**src/rtl/tsv_pkg.sv**
```systemverilog
`timescale 1ns / 1ps

package tsv_pkg;

    // Configuration register indexes
    localparam int          CFG_IDX_W    = 3;
    localparam logic [2:0]  CFG_NUMBER   = 3'd0;
    localparam logic [2:0]  CFG_SQUEEZE  = 3'd1;
    localparam logic [2:0]  CFG_ENDS     = 3'd2;
    localparam logic [2:0]  CFG_TABS     = 3'd3;
    localparam logic [2:0]  CFG_NONPRINT = 3'd4;

    // Character codes
    localparam logic [7:0] CHAR_NL      = 8'd10;
    localparam logic [7:0] CHAR_TAB     = 8'd9;
    localparam logic [7:0] CHAR_SPACE   = 8'd32;
    localparam logic [7:0] CHAR_DOLLAR  = 8'd36;
    localparam logic [7:0] CHAR_CARET   = 8'd94;
    localparam logic [7:0] CHAR_I       = 8'd73;
    localparam logic [7:0] CHAR_ZERO    = 8'd48;
    localparam logic [7:0] PRINT_LO     = 8'd32;
    localparam logic [7:0] PRINT_HI     = 8'd126;
    localparam logic [7:0] CARET_OFFSET = 8'd64;

    // Option flags
    typedef struct packed {
        logic number_enable;
        logic squeeze_enable;
        logic ends_enable;
        logic tabs_enable;
        logic nonprint_enable;
    } t_cfg;

    // Control part of one decoded transaction: number prefix and body bytes
    typedef struct packed {
        logic       has_num;
        logic [1:0] body_cnt;
        logic [7:0] body0;
        logic [7:0] body1;
    } t_item_ctl;

endpackage

```
**src/rtl/text_stream_visualizer_top.sv**
```systemverilog
`timescale 1ns / 1ps
// Accepted bytes go to the transaction register; result bytes leave from the output register.
// Throughput: one result byte per cycle unless the output stalls; the transaction register
// holds a byte until its last result enters the output register; a no-result byte frees it.
// Without stalls, single-result bytes flow at one per cycle; the byte walker sets the rate.
// Reset (synchronous, active low): options off, line start set, line number 1, no data held.

module text_stream_visualizer_top #(
    parameter int COUNT_DIGITS = 9,
    parameter int PAD_WIDTH    = 6
) (
    input  logic                                i_clk,
    input  logic                                i_rst_n,
    input  logic                                i_cfg_we,
    input  logic [tsv_pkg::CFG_IDX_W-1:0]       i_cfg_index,
    input  logic                                i_cfg_data,
    input  logic                                i_in_valid,
    output logic                                o_in_stall,
    input  logic [7:0]                          i_data_byte,
    output logic                                o_out_valid,
    input  logic                                i_out_stall,
    output logic [7:0]                          o_out_byte,
    output logic                                o_last
);
    import tsv_pkg::*;

    localparam int FIELD_MAX = (COUNT_DIGITS > PAD_WIDTH) ? COUNT_DIGITS : PAD_WIDTH;
    localparam int CW        = $clog2(FIELD_MAX + 1);

    t_cfg                    r_cfg;
    logic                    accept;
    t_item_ctl               item_ctl;
    logic [4*COUNT_DIGITS-1:0] item_bcd;
    logic [CW-1:0]           item_ndig;

    // Write option registers
    always_ff @(posedge i_clk) begin
        if (!i_rst_n) begin
            r_cfg <= '0;
        end else if (i_cfg_we) begin
            unique case (i_cfg_index)
                CFG_NUMBER:   r_cfg.number_enable   <= i_cfg_data;
                CFG_SQUEEZE:  r_cfg.squeeze_enable  <= i_cfg_data;
                CFG_ENDS:     r_cfg.ends_enable     <= i_cfg_data;
                CFG_TABS:     r_cfg.tabs_enable     <= i_cfg_data;
                CFG_NONPRINT: r_cfg.nonprint_enable <= i_cfg_data;
                default: begin
                    r_cfg <= r_cfg;
                end
            endcase
        end
    end

    assign accept = i_in_valid && !o_in_stall;

    tsv_front #(
        .COUNT_DIGITS (COUNT_DIGITS),
        .PAD_WIDTH    (PAD_WIDTH)
    ) u_front (
        .i_clk       (i_clk),
        .i_rst_n     (i_rst_n),
        .i_cfg       (r_cfg),
        .i_accept    (accept),
        .i_data_byte (i_data_byte),
        .o_ctl       (item_ctl),
        .o_bcd       (item_bcd),
        .o_ndig      (item_ndig)
    );

    tsv_emit #(
        .COUNT_DIGITS (COUNT_DIGITS),
        .PAD_WIDTH    (PAD_WIDTH)
    ) u_emit (
        .i_clk       (i_clk),
        .i_rst_n     (i_rst_n),
        .i_load      (accept),
        .i_ctl       (item_ctl),
        .i_bcd       (item_bcd),
        .i_ndig      (item_ndig),
        .o_in_stall  (o_in_stall),
        .o_out_valid (o_out_valid),
        .i_out_stall (i_out_stall),
        .o_out_byte  (o_out_byte),
        .o_last      (o_last)
    );

endmodule

```
**src/rtl/tsv_front.sv**
```systemverilog
`timescale 1ns / 1ps

module tsv_front #(
    parameter int COUNT_DIGITS = 9,
    parameter int PAD_WIDTH    = 6
) (
    input  logic                                         i_clk,
    input  logic                                         i_rst_n,
    input  tsv_pkg::t_cfg                                i_cfg,
    input  logic                                         i_accept,
    input  logic [7:0]                                   i_data_byte,
    output tsv_pkg::t_item_ctl                           o_ctl,
    output logic [4*COUNT_DIGITS-1:0]                    o_bcd,
    output logic [$clog2(((COUNT_DIGITS > PAD_WIDTH) ?
                 COUNT_DIGITS : PAD_WIDTH) + 1)-1:0]     o_ndig
);
    import tsv_pkg::*;

    localparam int CNT_W     = 4 * COUNT_DIGITS;
    localparam int FIELD_MAX = (COUNT_DIGITS > PAD_WIDTH) ? COUNT_DIGITS : PAD_WIDTH;
    localparam int CW        = $clog2(FIELD_MAX + 1);

    logic             r_at_line_start;
    logic             r_first_blank;
    logic [CNT_W-1:0] r_count;

    logic             n_at_line_start;
    logic             n_first_blank;
    logic [CNT_W-1:0] n_count;

    logic             is_nl;
    logic             is_blank;
    logic             all_nine;
    logic [CNT_W-1:0] count_inc;
    logic [CW-1:0]    ndig;
    t_item_ctl        ctl;

    assign is_nl    = (i_data_byte == CHAR_NL);
    assign is_blank = r_at_line_start && i_cfg.squeeze_enable && is_nl;

    // Saturating BCD increment: a digit rolls when every lower digit is nine
    always_comb begin
        logic carry;
        carry     = 1'b1;
        all_nine  = 1'b1;
        count_inc = r_count;
        for (int d = 0; d < COUNT_DIGITS; d++) begin
            if (r_count[4*d +: 4] != 4'd9) begin
                all_nine = 1'b0;
            end
            if (carry) begin
                count_inc[4*d +: 4] = (r_count[4*d +: 4] == 4'd9) ? 4'd0
                                    : r_count[4*d +: 4] + 4'd1;
            end
            carry = carry && (r_count[4*d +: 4] == 4'd9);
        end
        if (all_nine) begin
            count_inc = r_count;
        end
    end

    // Count significant digits of the current line number
    always_comb begin
        ndig = CW'(1);
        for (int d = 0; d < COUNT_DIGITS; d++) begin
            if (r_count[4*d +: 4] != 4'd0) begin
                ndig = CW'(d + 1);
            end
        end
    end

    // Decode the byte into prefix and body and compute the next line state
    always_comb begin
        ctl             = '0;
        ctl.body0       = i_data_byte;
        ctl.body1       = i_data_byte;
        n_at_line_start = r_at_line_start;
        n_first_blank   = r_first_blank;
        n_count         = r_count;
        if (is_blank) begin
            ctl.body0 = CHAR_NL;
            if (i_cfg.number_enable) begin
                ctl.body_cnt = 2'd1;
            end else if (r_first_blank) begin
                ctl.body_cnt  = 2'd1;
                n_first_blank = 1'b0;
            end
        end else begin
            n_first_blank   = 1'b1;
            n_at_line_start = is_nl;
            ctl.has_num     = r_at_line_start && i_cfg.number_enable;
            if (ctl.has_num) begin
                n_count = count_inc;
            end
            if (i_cfg.ends_enable && is_nl) begin
                ctl.body_cnt = 2'd2;
                ctl.body0    = CHAR_DOLLAR;
                ctl.body1    = CHAR_NL;
            end else if (i_cfg.tabs_enable && (i_data_byte == CHAR_TAB)) begin
                ctl.body_cnt = 2'd2;
                ctl.body0    = CHAR_CARET;
                ctl.body1    = CHAR_I;
            end else if (i_cfg.nonprint_enable && !is_nl && (i_data_byte != CHAR_TAB)
                         && ((i_data_byte < PRINT_LO) || (i_data_byte > PRINT_HI))) begin
                ctl.body_cnt = 2'd2;
                ctl.body0    = CHAR_CARET;
                ctl.body1    = i_data_byte + CARET_OFFSET;
            end else begin
                ctl.body_cnt = 2'd1;
            end
        end
    end

    // Hold line state; advance it on each accepted transaction
    always_ff @(posedge i_clk) begin
        if (!i_rst_n) begin
            r_at_line_start <= 1'b1;
            r_first_blank   <= 1'b1;
            r_count         <= {{(CNT_W-4){1'b0}}, 4'd1};
        end else if (i_accept) begin
            r_at_line_start <= n_at_line_start;
            r_first_blank   <= n_first_blank;
            r_count         <= n_count;
        end
    end

    assign o_ctl  = ctl;
    assign o_bcd  = r_count;
    assign o_ndig = ndig;

endmodule

```
**src/rtl/tsv_emit.sv**
```systemverilog
`timescale 1ns / 1ps

module tsv_emit #(
    parameter int COUNT_DIGITS = 9,
    parameter int PAD_WIDTH    = 6
) (
    input  logic                                         i_clk,
    input  logic                                         i_rst_n,
    input  logic                                         i_load,
    input  tsv_pkg::t_item_ctl                           i_ctl,
    input  logic [4*COUNT_DIGITS-1:0]                    i_bcd,
    input  logic [$clog2(((COUNT_DIGITS > PAD_WIDTH) ?
                 COUNT_DIGITS : PAD_WIDTH) + 1)-1:0]     i_ndig,
    output logic                                         o_in_stall,
    output logic                                         o_out_valid,
    input  logic                                         i_out_stall,
    output logic [7:0]                                   o_out_byte,
    output logic                                         o_last
);
    import tsv_pkg::*;

    localparam int CNT_W     = 4 * COUNT_DIGITS;
    localparam int FIELD_MAX = (COUNT_DIGITS > PAD_WIDTH) ? COUNT_DIGITS : PAD_WIDTH;
    localparam int CW        = $clog2(FIELD_MAX + 1);

    typedef enum logic [2:0] {
        PH_NUM,
        PH_SEP0,
        PH_SEP1,
        PH_BODY0,
        PH_BODY1
    } t_phase;

    t_phase           r_phase;
    t_phase           n_phase;
    logic             r_valid;
    t_item_ctl        r_ctl;
    logic [CNT_W-1:0] r_bcd;
    logic [CW-1:0]    r_ndig;
    logic [CW-1:0]    r_col;
    logic [CW-1:0]    n_col;
    logic             r_out_valid;
    logic [7:0]       r_out_byte;
    logic             r_out_last;

    logic             out_free;
    logic             empty_item;
    logic             step;
    logic             is_last;
    logic             pop;
    logic [3:0]       digit;
    logic [7:0]       cur_byte;
    logic [CW-1:0]    col_start;

    assign out_free   = !r_out_valid || !i_out_stall;
    assign empty_item = !r_ctl.has_num && (r_ctl.body_cnt == 2'd0);
    assign step       = r_valid && out_free && !empty_item;
    assign is_last    = ((r_phase == PH_BODY0) && (r_ctl.body_cnt == 2'd1))
                     || (r_phase == PH_BODY1);
    assign pop        = r_valid && (empty_item || (out_free && is_last));
    assign o_in_stall = r_valid && !pop;

    // Field width: padded to PAD_WIDTH, or the full number when longer
    assign col_start = (i_ndig > CW'(PAD_WIDTH)) ? (i_ndig - CW'(1)) : CW'(PAD_WIDTH - 1);

    // Pick the BCD digit at the current column
    always_comb begin
        digit = 4'd0;
        for (int d = 0; d < COUNT_DIGITS; d++) begin
            if (r_col == CW'(d)) begin
                digit = r_bcd[4*d +: 4];
            end
        end
    end

    // Select the byte for the current phase and the phase that follows
    always_comb begin
        cur_byte = r_ctl.body0;
        n_phase  = r_phase;
        n_col    = r_col;
        unique case (r_phase)
            PH_NUM: begin
                cur_byte = (r_col >= r_ndig) ? CHAR_SPACE : (CHAR_ZERO + {4'd0, digit});
                if (r_col == '0) begin
                    n_phase = PH_SEP0;
                end else begin
                    n_col = r_col - CW'(1);
                end
            end
            PH_SEP0: begin
                cur_byte = CHAR_SPACE;
                n_phase  = PH_SEP1;
            end
            PH_SEP1: begin
                cur_byte = CHAR_SPACE;
                n_phase  = PH_BODY0;
            end
            PH_BODY0: begin
                cur_byte = r_ctl.body0;
                n_phase  = PH_BODY1;
            end
            PH_BODY1: begin
                cur_byte = r_ctl.body1;
            end
            default: begin
                cur_byte = r_ctl.body0;
            end
        endcase
    end

    // Hold the transaction, walk its bytes, and drive the output register
    always_ff @(posedge i_clk) begin
        if (!i_rst_n) begin
            r_valid     <= 1'b0;
            r_phase     <= PH_BODY0;
            r_out_valid <= 1'b0;
        end else begin
            if (i_load) begin
                r_valid <= 1'b1;
                r_phase <= i_ctl.has_num ? PH_NUM : PH_BODY0;
            end else if (pop) begin
                r_valid <= 1'b0;
            end else if (step) begin
                r_phase <= n_phase;
            end
            if (out_free) begin
                r_out_valid <= step;
            end
        end
        if (i_load) begin
            r_ctl  <= i_ctl;
            r_bcd  <= i_bcd;
            r_ndig <= i_ndig;
            r_col  <= col_start;
        end else if (step) begin
            r_col <= n_col;
        end
        if (step) begin
            r_out_byte <= cur_byte;
            r_out_last <= is_last;
        end
    end

    assign o_out_valid = r_out_valid;
    assign o_out_byte  = r_out_byte;
    assign o_last      = r_out_last;

    // Number phase only for transactions that carry a line number
    a_num_has_prefix: assert property (@(posedge i_clk) disable iff (!i_rst_n)
        (r_valid && (r_phase == PH_NUM)) |-> r_ctl.has_num)
        else $error("number phase without a line number");

    // Second body byte only for two-byte expansions
    a_body1_count: assert property (@(posedge i_clk) disable iff (!i_rst_n)
        (r_valid && (r_phase == PH_BODY1)) |-> (r_ctl.body_cnt == 2'd2))
        else $error("second body byte on a one-byte transaction");

    // A new transaction never overwrites one still in progress
    a_no_overwrite: assert property (@(posedge i_clk) disable iff (!i_rst_n)
        i_load |-> (!r_valid || pop))
        else $error("transaction loaded over one still in progress");

    // A numbered transaction always ends with at least one body byte
    a_num_body: assert property (@(posedge i_clk) disable iff (!i_rst_n)
        (r_valid && r_ctl.has_num) |-> (r_ctl.body_cnt != 2'd0))
        else $error("numbered transaction without a body byte");

endmodule

```
**config.mk**
```make
export PLATFORM = sky130hd
export DESIGN_NAME = text_stream_visualizer_top
export DESIGN_NICKNAME = d
export VERILOG_FILES = /design/src/rtl/tsv_pkg.sv /design/src/rtl/text_stream_visualizer_top.sv /design/src/rtl/tsv_front.sv /design/src/rtl/tsv_emit.sv
export SDC_FILE = /design/constraint.sdc
export NUM_CORES = 1
export LEC_CHECK = 0
export BUFFER_PORTS_ARGS = -buffer_cell sky130_fd_sc_hd__clkbuf_2
export CORE_MARGIN = 3
export CORE_UTILIZATION = 55
export CTS_BUF_LIST = sky130_fd_sc_hd__clkbuf_16
export DETAILED_ROUTE_END_ITERATION = 16
export GPL_TIMING_DRIVEN = 0
export PLACE_DENSITY = 0.81
export SYNTH_ARGS = -nofsm -noshare
export SYNTH_HDL_FRONTEND = slang
export SYNTH_HIERARCHICAL = 1
export SYNTH_SLANG_ARGS = --single-unit
```
**constraint.sdc**
```tcl
create_clock -name i_clk -period 7.7 [get_ports i_clk]
set_clock_uncertainty 0.05 [all_clocks]
set_input_delay 0.77 -clock i_clk [delete_from_list [all_inputs] [get_ports i_clk]]
set_output_delay 0.77 -clock i_clk [all_outputs]
set_load 0.01 [all_outputs]
```
* Word level (Yosys, flattened, before mapping) *
Cells that the tools add are included.

cells by class
  $add $sub $neg = 13
  multipliers = 0
  div/mod/pow operators = 0
  magnitude comparators = 4
  equality and inequality tests = 42
  shifts and indexed selects = 0
  multiplexer cells = 61
  bitwise gates (word level) = 2
  reductions and logical operators = 71

operators by type and width
  kind                                                number
  2-to-1 mux 4 bit                                    25
  == test 4 bit, second input constant                10
  AND reduction 5 bit                                 8
  adder 4 x 1 -> 4 bit, second input constant         9
  2-to-1 mux 18 bit                                   2
  != test 4 bit, second input constant                9
  nonzero test 4 bit                                  8
  2-to-1 mux 3 bit                                    8
  case mux 8 bit (3 select lines)                     1
  logical AND 1 bit                                   23
  == test 4 x 3 -> 1 bit, second input constant       4
  == test 8 x 4 -> 1 bit, second input constant       2
  2-to-1 mux 16 bit                                   1
  2-to-1 mux 8 bit                                    2
  2-to-1 mux 1 bit                                    15
  AND reduction 2 bit                                 7
  == test 3 x 2 -> 1 bit, second input constant       4
  case mux 3 bit (4 select lines)                     1
  2-to-1 mux 10 bit                                   1
  2-to-1 mux 2 bit                                    5
  adder 8 x 7 -> 8 bit, second input constant         1
  == test 4 x 2 -> 1 bit, second input constant       2
  > comparator 8 x 7 -> 1 bit, second input constant  1
  < comparator 8 x 6 -> 1 bit, second input constant  1
  other kinds (23)                                    43

word-level totals
  flip-flop bits (word level) = 120
  bits in latches = 0
  bits in writable memories = 0
  bits in read-only memories = 0
  output and inout bits = 11
  memories kept = 0

* Longest topological paths before layout *
  depth after elaboration = 13
  gate-level depth with buffers = 12
  gate-level depth less buffers = 11

* Cells and area by module *
The synthesis kept the hierarchy.

modules (own cells, without submodules)
  module                      times used  cells each  area each (um^2)  seq. area each (um^2)
  tsv_emit                    1           235         3295.7            2262.2
  tsv_front                   1           328         2555.0            760.7
  text_stream_visualizer_top  1           22          240.2             100.1

* Least setup slack after synthesis *
OpenSTA, ideal clock, no wires.

  path type = reg2reg
  start point = register u_emit/r_ctl[17] (netlist name)
  end point = register u_front.r_count[31] (netlist: u_front/o_bcd[31])
  setup time = 120 ps
  data arrival time = 5506 ps
  slack = 2024 ps
  stages on the path, launching flop included = 11
  path buffers = 1
  cell sequence = edfxtp_1 -> or2b_1 -> o31ai_1 -> a21oi_1 -> nor2b_1 -> and3_1 -> o21ai_2 -> or4_4 -> buf_6 -> o21a_1 -> o31a_1

between the ends
  longest elaborated chain between the ends = 11
  elaborated cells between the ends (all ways) = 13
  classes of those cells = eq/ne: 1; reduce/logical: 12

ends and longest elaborated chain
  item                                  line                              RTL
  start, declared                       tsv_emit.sv:37                    t_item_ctl r_ctl;
  start signal, assigned                tsv_emit.sv:131                   r_ctl <= i_ctl;
  == test 2 x 1 -> 1 bit                tsv_emit.sv:58                    assign is_last = ((r_phase == PH_BODY0) && (r_ctl.body_cnt == 2'd1))
  logical AND 1 bit                     tsv_emit.sv:58
  logical OR 1 bit                      tsv_emit.sv:59                    || (r_phase == PH_BODY1);
  net u_emit.is_last                    tsv_emit.sv:49                    logic is_last;
  logical AND 1 bit                     tsv_emit.sv:60                    assign pop = r_valid && (empty_item || (out_free && is_last));
  logical OR 1 bit                      tsv_emit.sv:60
  logical AND 1 bit                     tsv_emit.sv:60
  logical NOT 1 bit                     tsv_emit.sv:61                    assign o_in_stall = r_valid && !pop;
  logical AND 1 bit                     tsv_emit.sv:61
  net o_in_stall                        text_stream_visualizer_top.sv:18  output logic o_in_stall,
  logical NOT 1 bit                     text_stream_visualizer_top.sv:54  assign accept = i_in_valid && !o_in_stall;
  logical AND 1 bit                     text_stream_visualizer_top.sv:54
  net accept                            text_stream_visualizer_top.sv:31  logic accept;
  AND reduction 5 bit (no source line)  --
  end signal, assigned                  tsv_front.sv:119                  r_count <= {{(CNT_W-4){1'b0}}, 4'd1};
  end signal, assigned                  tsv_front.sv:123                  r_count <= n_count;
  end, declared                         tsv_front.sv:25                   logic [CNT_W-1:0] r_count;

The timed path passes the listed nets, and every way through them passes these cells.
A chain may end at the register's enable or synchronous reset.

* Final worst setup path *
  start point = register u_emit/r_ctl[17] (netlist name)
  end point = register u_front.r_count[31] (netlist: u_front/o_bcd[31])

between the ends
  longest elaborated chain between the ends = 11
  elaborated cells between the ends (all ways) = 13
  classes of those cells = eq/ne: 1; reduce/logical: 12

ends and longest elaborated chain
  item                                  line
  == test 2 x 1 -> 1 bit                tsv_emit.sv:58
  logical AND 1 bit                     tsv_emit.sv:58
  logical OR 1 bit                      tsv_emit.sv:59
  net u_emit.is_last                    tsv_emit.sv:49
  logical AND 1 bit                     tsv_emit.sv:60
  logical OR 1 bit                      tsv_emit.sv:60
  logical AND 1 bit                     tsv_emit.sv:60
  logical NOT 1 bit                     tsv_emit.sv:61
  logical AND 1 bit                     tsv_emit.sv:61
  logical NOT 1 bit                     text_stream_visualizer_top.sv:54
  logical AND 1 bit                     text_stream_visualizer_top.sv:54
  net accept                            text_stream_visualizer_top.sv:31
  AND reduction 5 bit (no source line)  --

The timed path passes the listed nets, and every way through them passes these cells.

==> metrics.txt <==
outcome=finished clean; share of layout cells above drive strength 1=0.144; critical path cell sequence=or2b_1, o31ai_1, a21oi_1, nor2b_4, buf_12, and3_1, o21ai_2, or4_4, buf_6, o21a_1, o31a_1; post-synthesis sequential area ratio=0.513; largest fanout on the critical path=37; CTS Buf Count=17; vias per cell=6.45; Worst setup EP type=register; top cells by area, synth=edfxtp_1, dfxtp_1, a21oi_1; Final GP Congestion=0.880; crit share post-route=0.526; number of global-route vias before repair=4879; Worst R2R Path Depth=11; #FFs+latches synth=120; share of the synthesized area in the top cell type=0.355; Sequential Power Share=0.449; die height=111 um; routed len/inst=18.9 um; synthesized area=6090 um2; Worst path max stage delay=0.66 ns; Setup CP Type=register to register; CORE AREA=10600 um2; die area=12400 um2; Mapped Cells=585; commonest register cell after synthesis=edfxtp_1; WHS Endpoint=u_emit/r_bcd[33]; Port Buf Inserts=27; Power Density=231 nW/um2; CP max-delay cell=nor2b_4; fmax=247 MHz; setup TNS=0 ns; via count=5036; clock sink count=120; I/O Pins=28; asr flop ratio synth=0; cell family with most CP delay=simple AND/OR/NAND/NOR gates; HP Class=register to register; die span in x=111 um; hold path start=u_front/o_bcd[33]; Final Hold Viols=0; Clock power frac=0.476; synthesized area per cell=10.4 um2; Final ANT Viol Nets=0; Synth cell types=76; final setup violation count=0; NetSw=0.387 mW; total grt overflow=0; syn nets=615; # H-tree levels=4; Pleak=2.55 nW; DRC viols=0; Int Power=1.23 mW; Area growth, synth to finish=15.0%; Sw Share=0.239; Rows=37; initial drt markers=424; Reg-to-Reg Start=u_emit/r_ctl[17]; R2R setup slack=3.65 ns; Synth area leader=edfxtp_1; hold_ws=0.386 ns; critical path required time=7.95 ns; Worst EP arrival=4.30 ns; worst path buffer plus inverter count=2; Worst VDD drop=0.000145 V; CTS root buf=clkbuf_16; Pre-antenna DRT Iters=5; nets=662; Syn. warnings=6; post-CTS setup buffers=0; Slew Limit Fails=0; clk buf depth=2; CTS Hold Bufs=0; total wire length=14800 um; Max-cap violations=0; Post-synth EDFFs=72; Worst-path clk slew=0.05 ns; antenna violations before repair=0; clk_lat worst skew=0.41 ns; CTS tree=yes; RR Endpoint=u_front/o_bcd[31]; hold path depth=0; Tightest Pin Transition=0.784 ns; RSZ-0062 raised after global routing=false; total track usage=0.241; largest net degree at the start of global routing=38; Antenna diodes=0; initial core utilization=0.577; HPWL after DPL=10300 um; Final Critical Period=4.05 ns; Startpoint Class=register; combinational share of power=0.075; Max-slew headroom=0.476; cts repair resizes=0; first-pass GRT wire length=23900 um
-- per-stage QoR --
stage / utilization / setup slack (ns) / instances / instance area, um2 / power, mW
finish: 0.663 / 3.65 / 781 / 7000 / 1.62
global route: 0.663 / 3.52 / 781 / 7000 / 1.67
CTS: 0.663 / 3.69 / 781 / 7000 / 1.62
detailed placement: 0.609 / 3.71 / 749 / 6420 / 0.859
global placement: 0.606 / 0.919 / 748 / 6400 / 0.852
floorplan: - / 2.02 / 585 / 6090 / 0.816
-- flip-flops by register name, summed over array words and instances (netlist names), 3 cells and up --
register,flops
u_emit/o_out_byte,8
r_cfg,5
u_front/o_bcd,36
u_emit/r_phase,3
u_emit/r_ctl,19
u_emit/r_bcd,36
u_emit/r_col,4
u_emit/r_ndig,4
-- power groups by stage --
stage / Clock, mW / Sequential [mW] / Combinational [mW]
6_report: 0.771 / 0.727 / 0.122
5_1_grt: 0.806 / 0.729 / 0.133
3_5_place_dp: 0 / 0.740 / 0.119
4_1_cts: 0.776 / 0.727 / 0.121
3_3_place_gp: 0 / 0.741 / 0.111
2_1_floorplan: 0 / 0.739 / 0.0768
-- synth_stat cells, types with 6 or more instances --
cell	number
nand2_1	47
dfxtp_1	48
o31ai_1	10
nor2b_1	21
inv_1	28
clkbuf_1	18
and4bb_2	6
or3_1	8
nand3_1	12
nor4_1	12
a31oi_1	6
edfxtp_1	72
and3_1	9
o221ai_1	7
ha_1	13
nand2b_1	10
nor2_1	27
o21ai_0	34
or4_1	16
mux2i_1	9
a21oi_1	46
nand4_1	8
buf_2	6
o21a_1	8
o22ai_1	6
-- cell families (layout without fill, tap and decap cells) --
| family | Yosys count | after routing | synth area share |
|---|---|---|---|
| AOI/OAI and AO/OA | 162 | 162 | 0.176 |
| xor gates and xnor gates | 6 | 6 | 0.00863 |
| adders and majority gates | 13 | 13 | 0.0267 |
| buffers and inverters | 55 | 115 | 0.0382 |
| DFF | 120 | 120 | 0.513 |
| muxes | 10 | 10 | 0.0173 |
| and+or+nand+nor | 219 | 219 | 0.220 |
-- worst reg2reg max path, stage by stage, from the launching register on --
cell      delay [ns]
edfxtp_1        0.38
or2b_1          0.28
o31ai_1         0.35
a21oi_1         0.22
nor2b_4         0.66
buf_12          0.31
and3_1          0.32
o21ai_2         0.16
or4_4           0.58
buf_6           0.16
o21a_1          0.17
o31a_1          0.27
-- layout by cell type (no fill, tap or decap), types with 7 or more instances in the layout --
| cell | count |
|---|---|
| nor2b_1 | 20 |
| nand2_1 | 47 |
| mux2i_1 | 9 |
| edfxtp_1 | 72 |
| or4_1 | 16 |
| dfxtp_1 | 48 |
| o221ai_1 | 7 |
| nand4_1 | 8 |
| clkbuf_2 | 27 |
| nor4_1 | 12 |
| o31ai_1 | 10 |
| or3_1 | 8 |
| clkbuf_16 | 17 |
| o21a_1 | 8 |
| and3_1 | 9 |
| a21oi_1 | 46 |
| o21ai_0 | 34 |
| ha_1 | 13 |
| clkbuf_1 | 18 |
| nor2_1 | 27 |
| nand3_1 | 12 |
| inv_1 | 28 |
| nand2b_1 | 10 |
-- worst max-delay path by stage --
stage	startpoint	end	slack (ns)	depth (start not counted)
after CTS	u_emit/r_ctl[17]	u_front/o_bcd[31]	3.69	11
after detailed placement	u_emit/r_ctl[17]	u_front/o_bcd[31]	3.71	11
after global placement	u_emit/r_ctl[17]	u_front/o_bcd[31]	0.92	10
after global routing	u_emit/r_ctl[17]	u_front/o_bcd[26]	3.52	11
final	u_emit/r_ctl[17]	u_front/o_bcd[31]	3.65	11
after floorplan	u_emit/r_ctl[17]	u_front/o_bcd[31]	2.02	10
-- area by class of cell --
class                   instances  area (um2)
plain buffers                  27         128
clock buffers                  17         425
clock inverters                15         153
fillers                       776        3550
inverters                      28         105
multi-input cells             410        2740
flip-flops and latches        120        3120
well taps                     136         170
repair buffers                 28         155
-- layer usage --
layer  global-route usage  wire length [um]  part of all wire
met5                    0                 0                 0
met4                0.114               462             0.031
met3               0.0688              1060             0.072
met2                0.400              7300              0.49
met1                0.287              5960              0.40
Note: power is estimated with default switching activity, not from simulation.
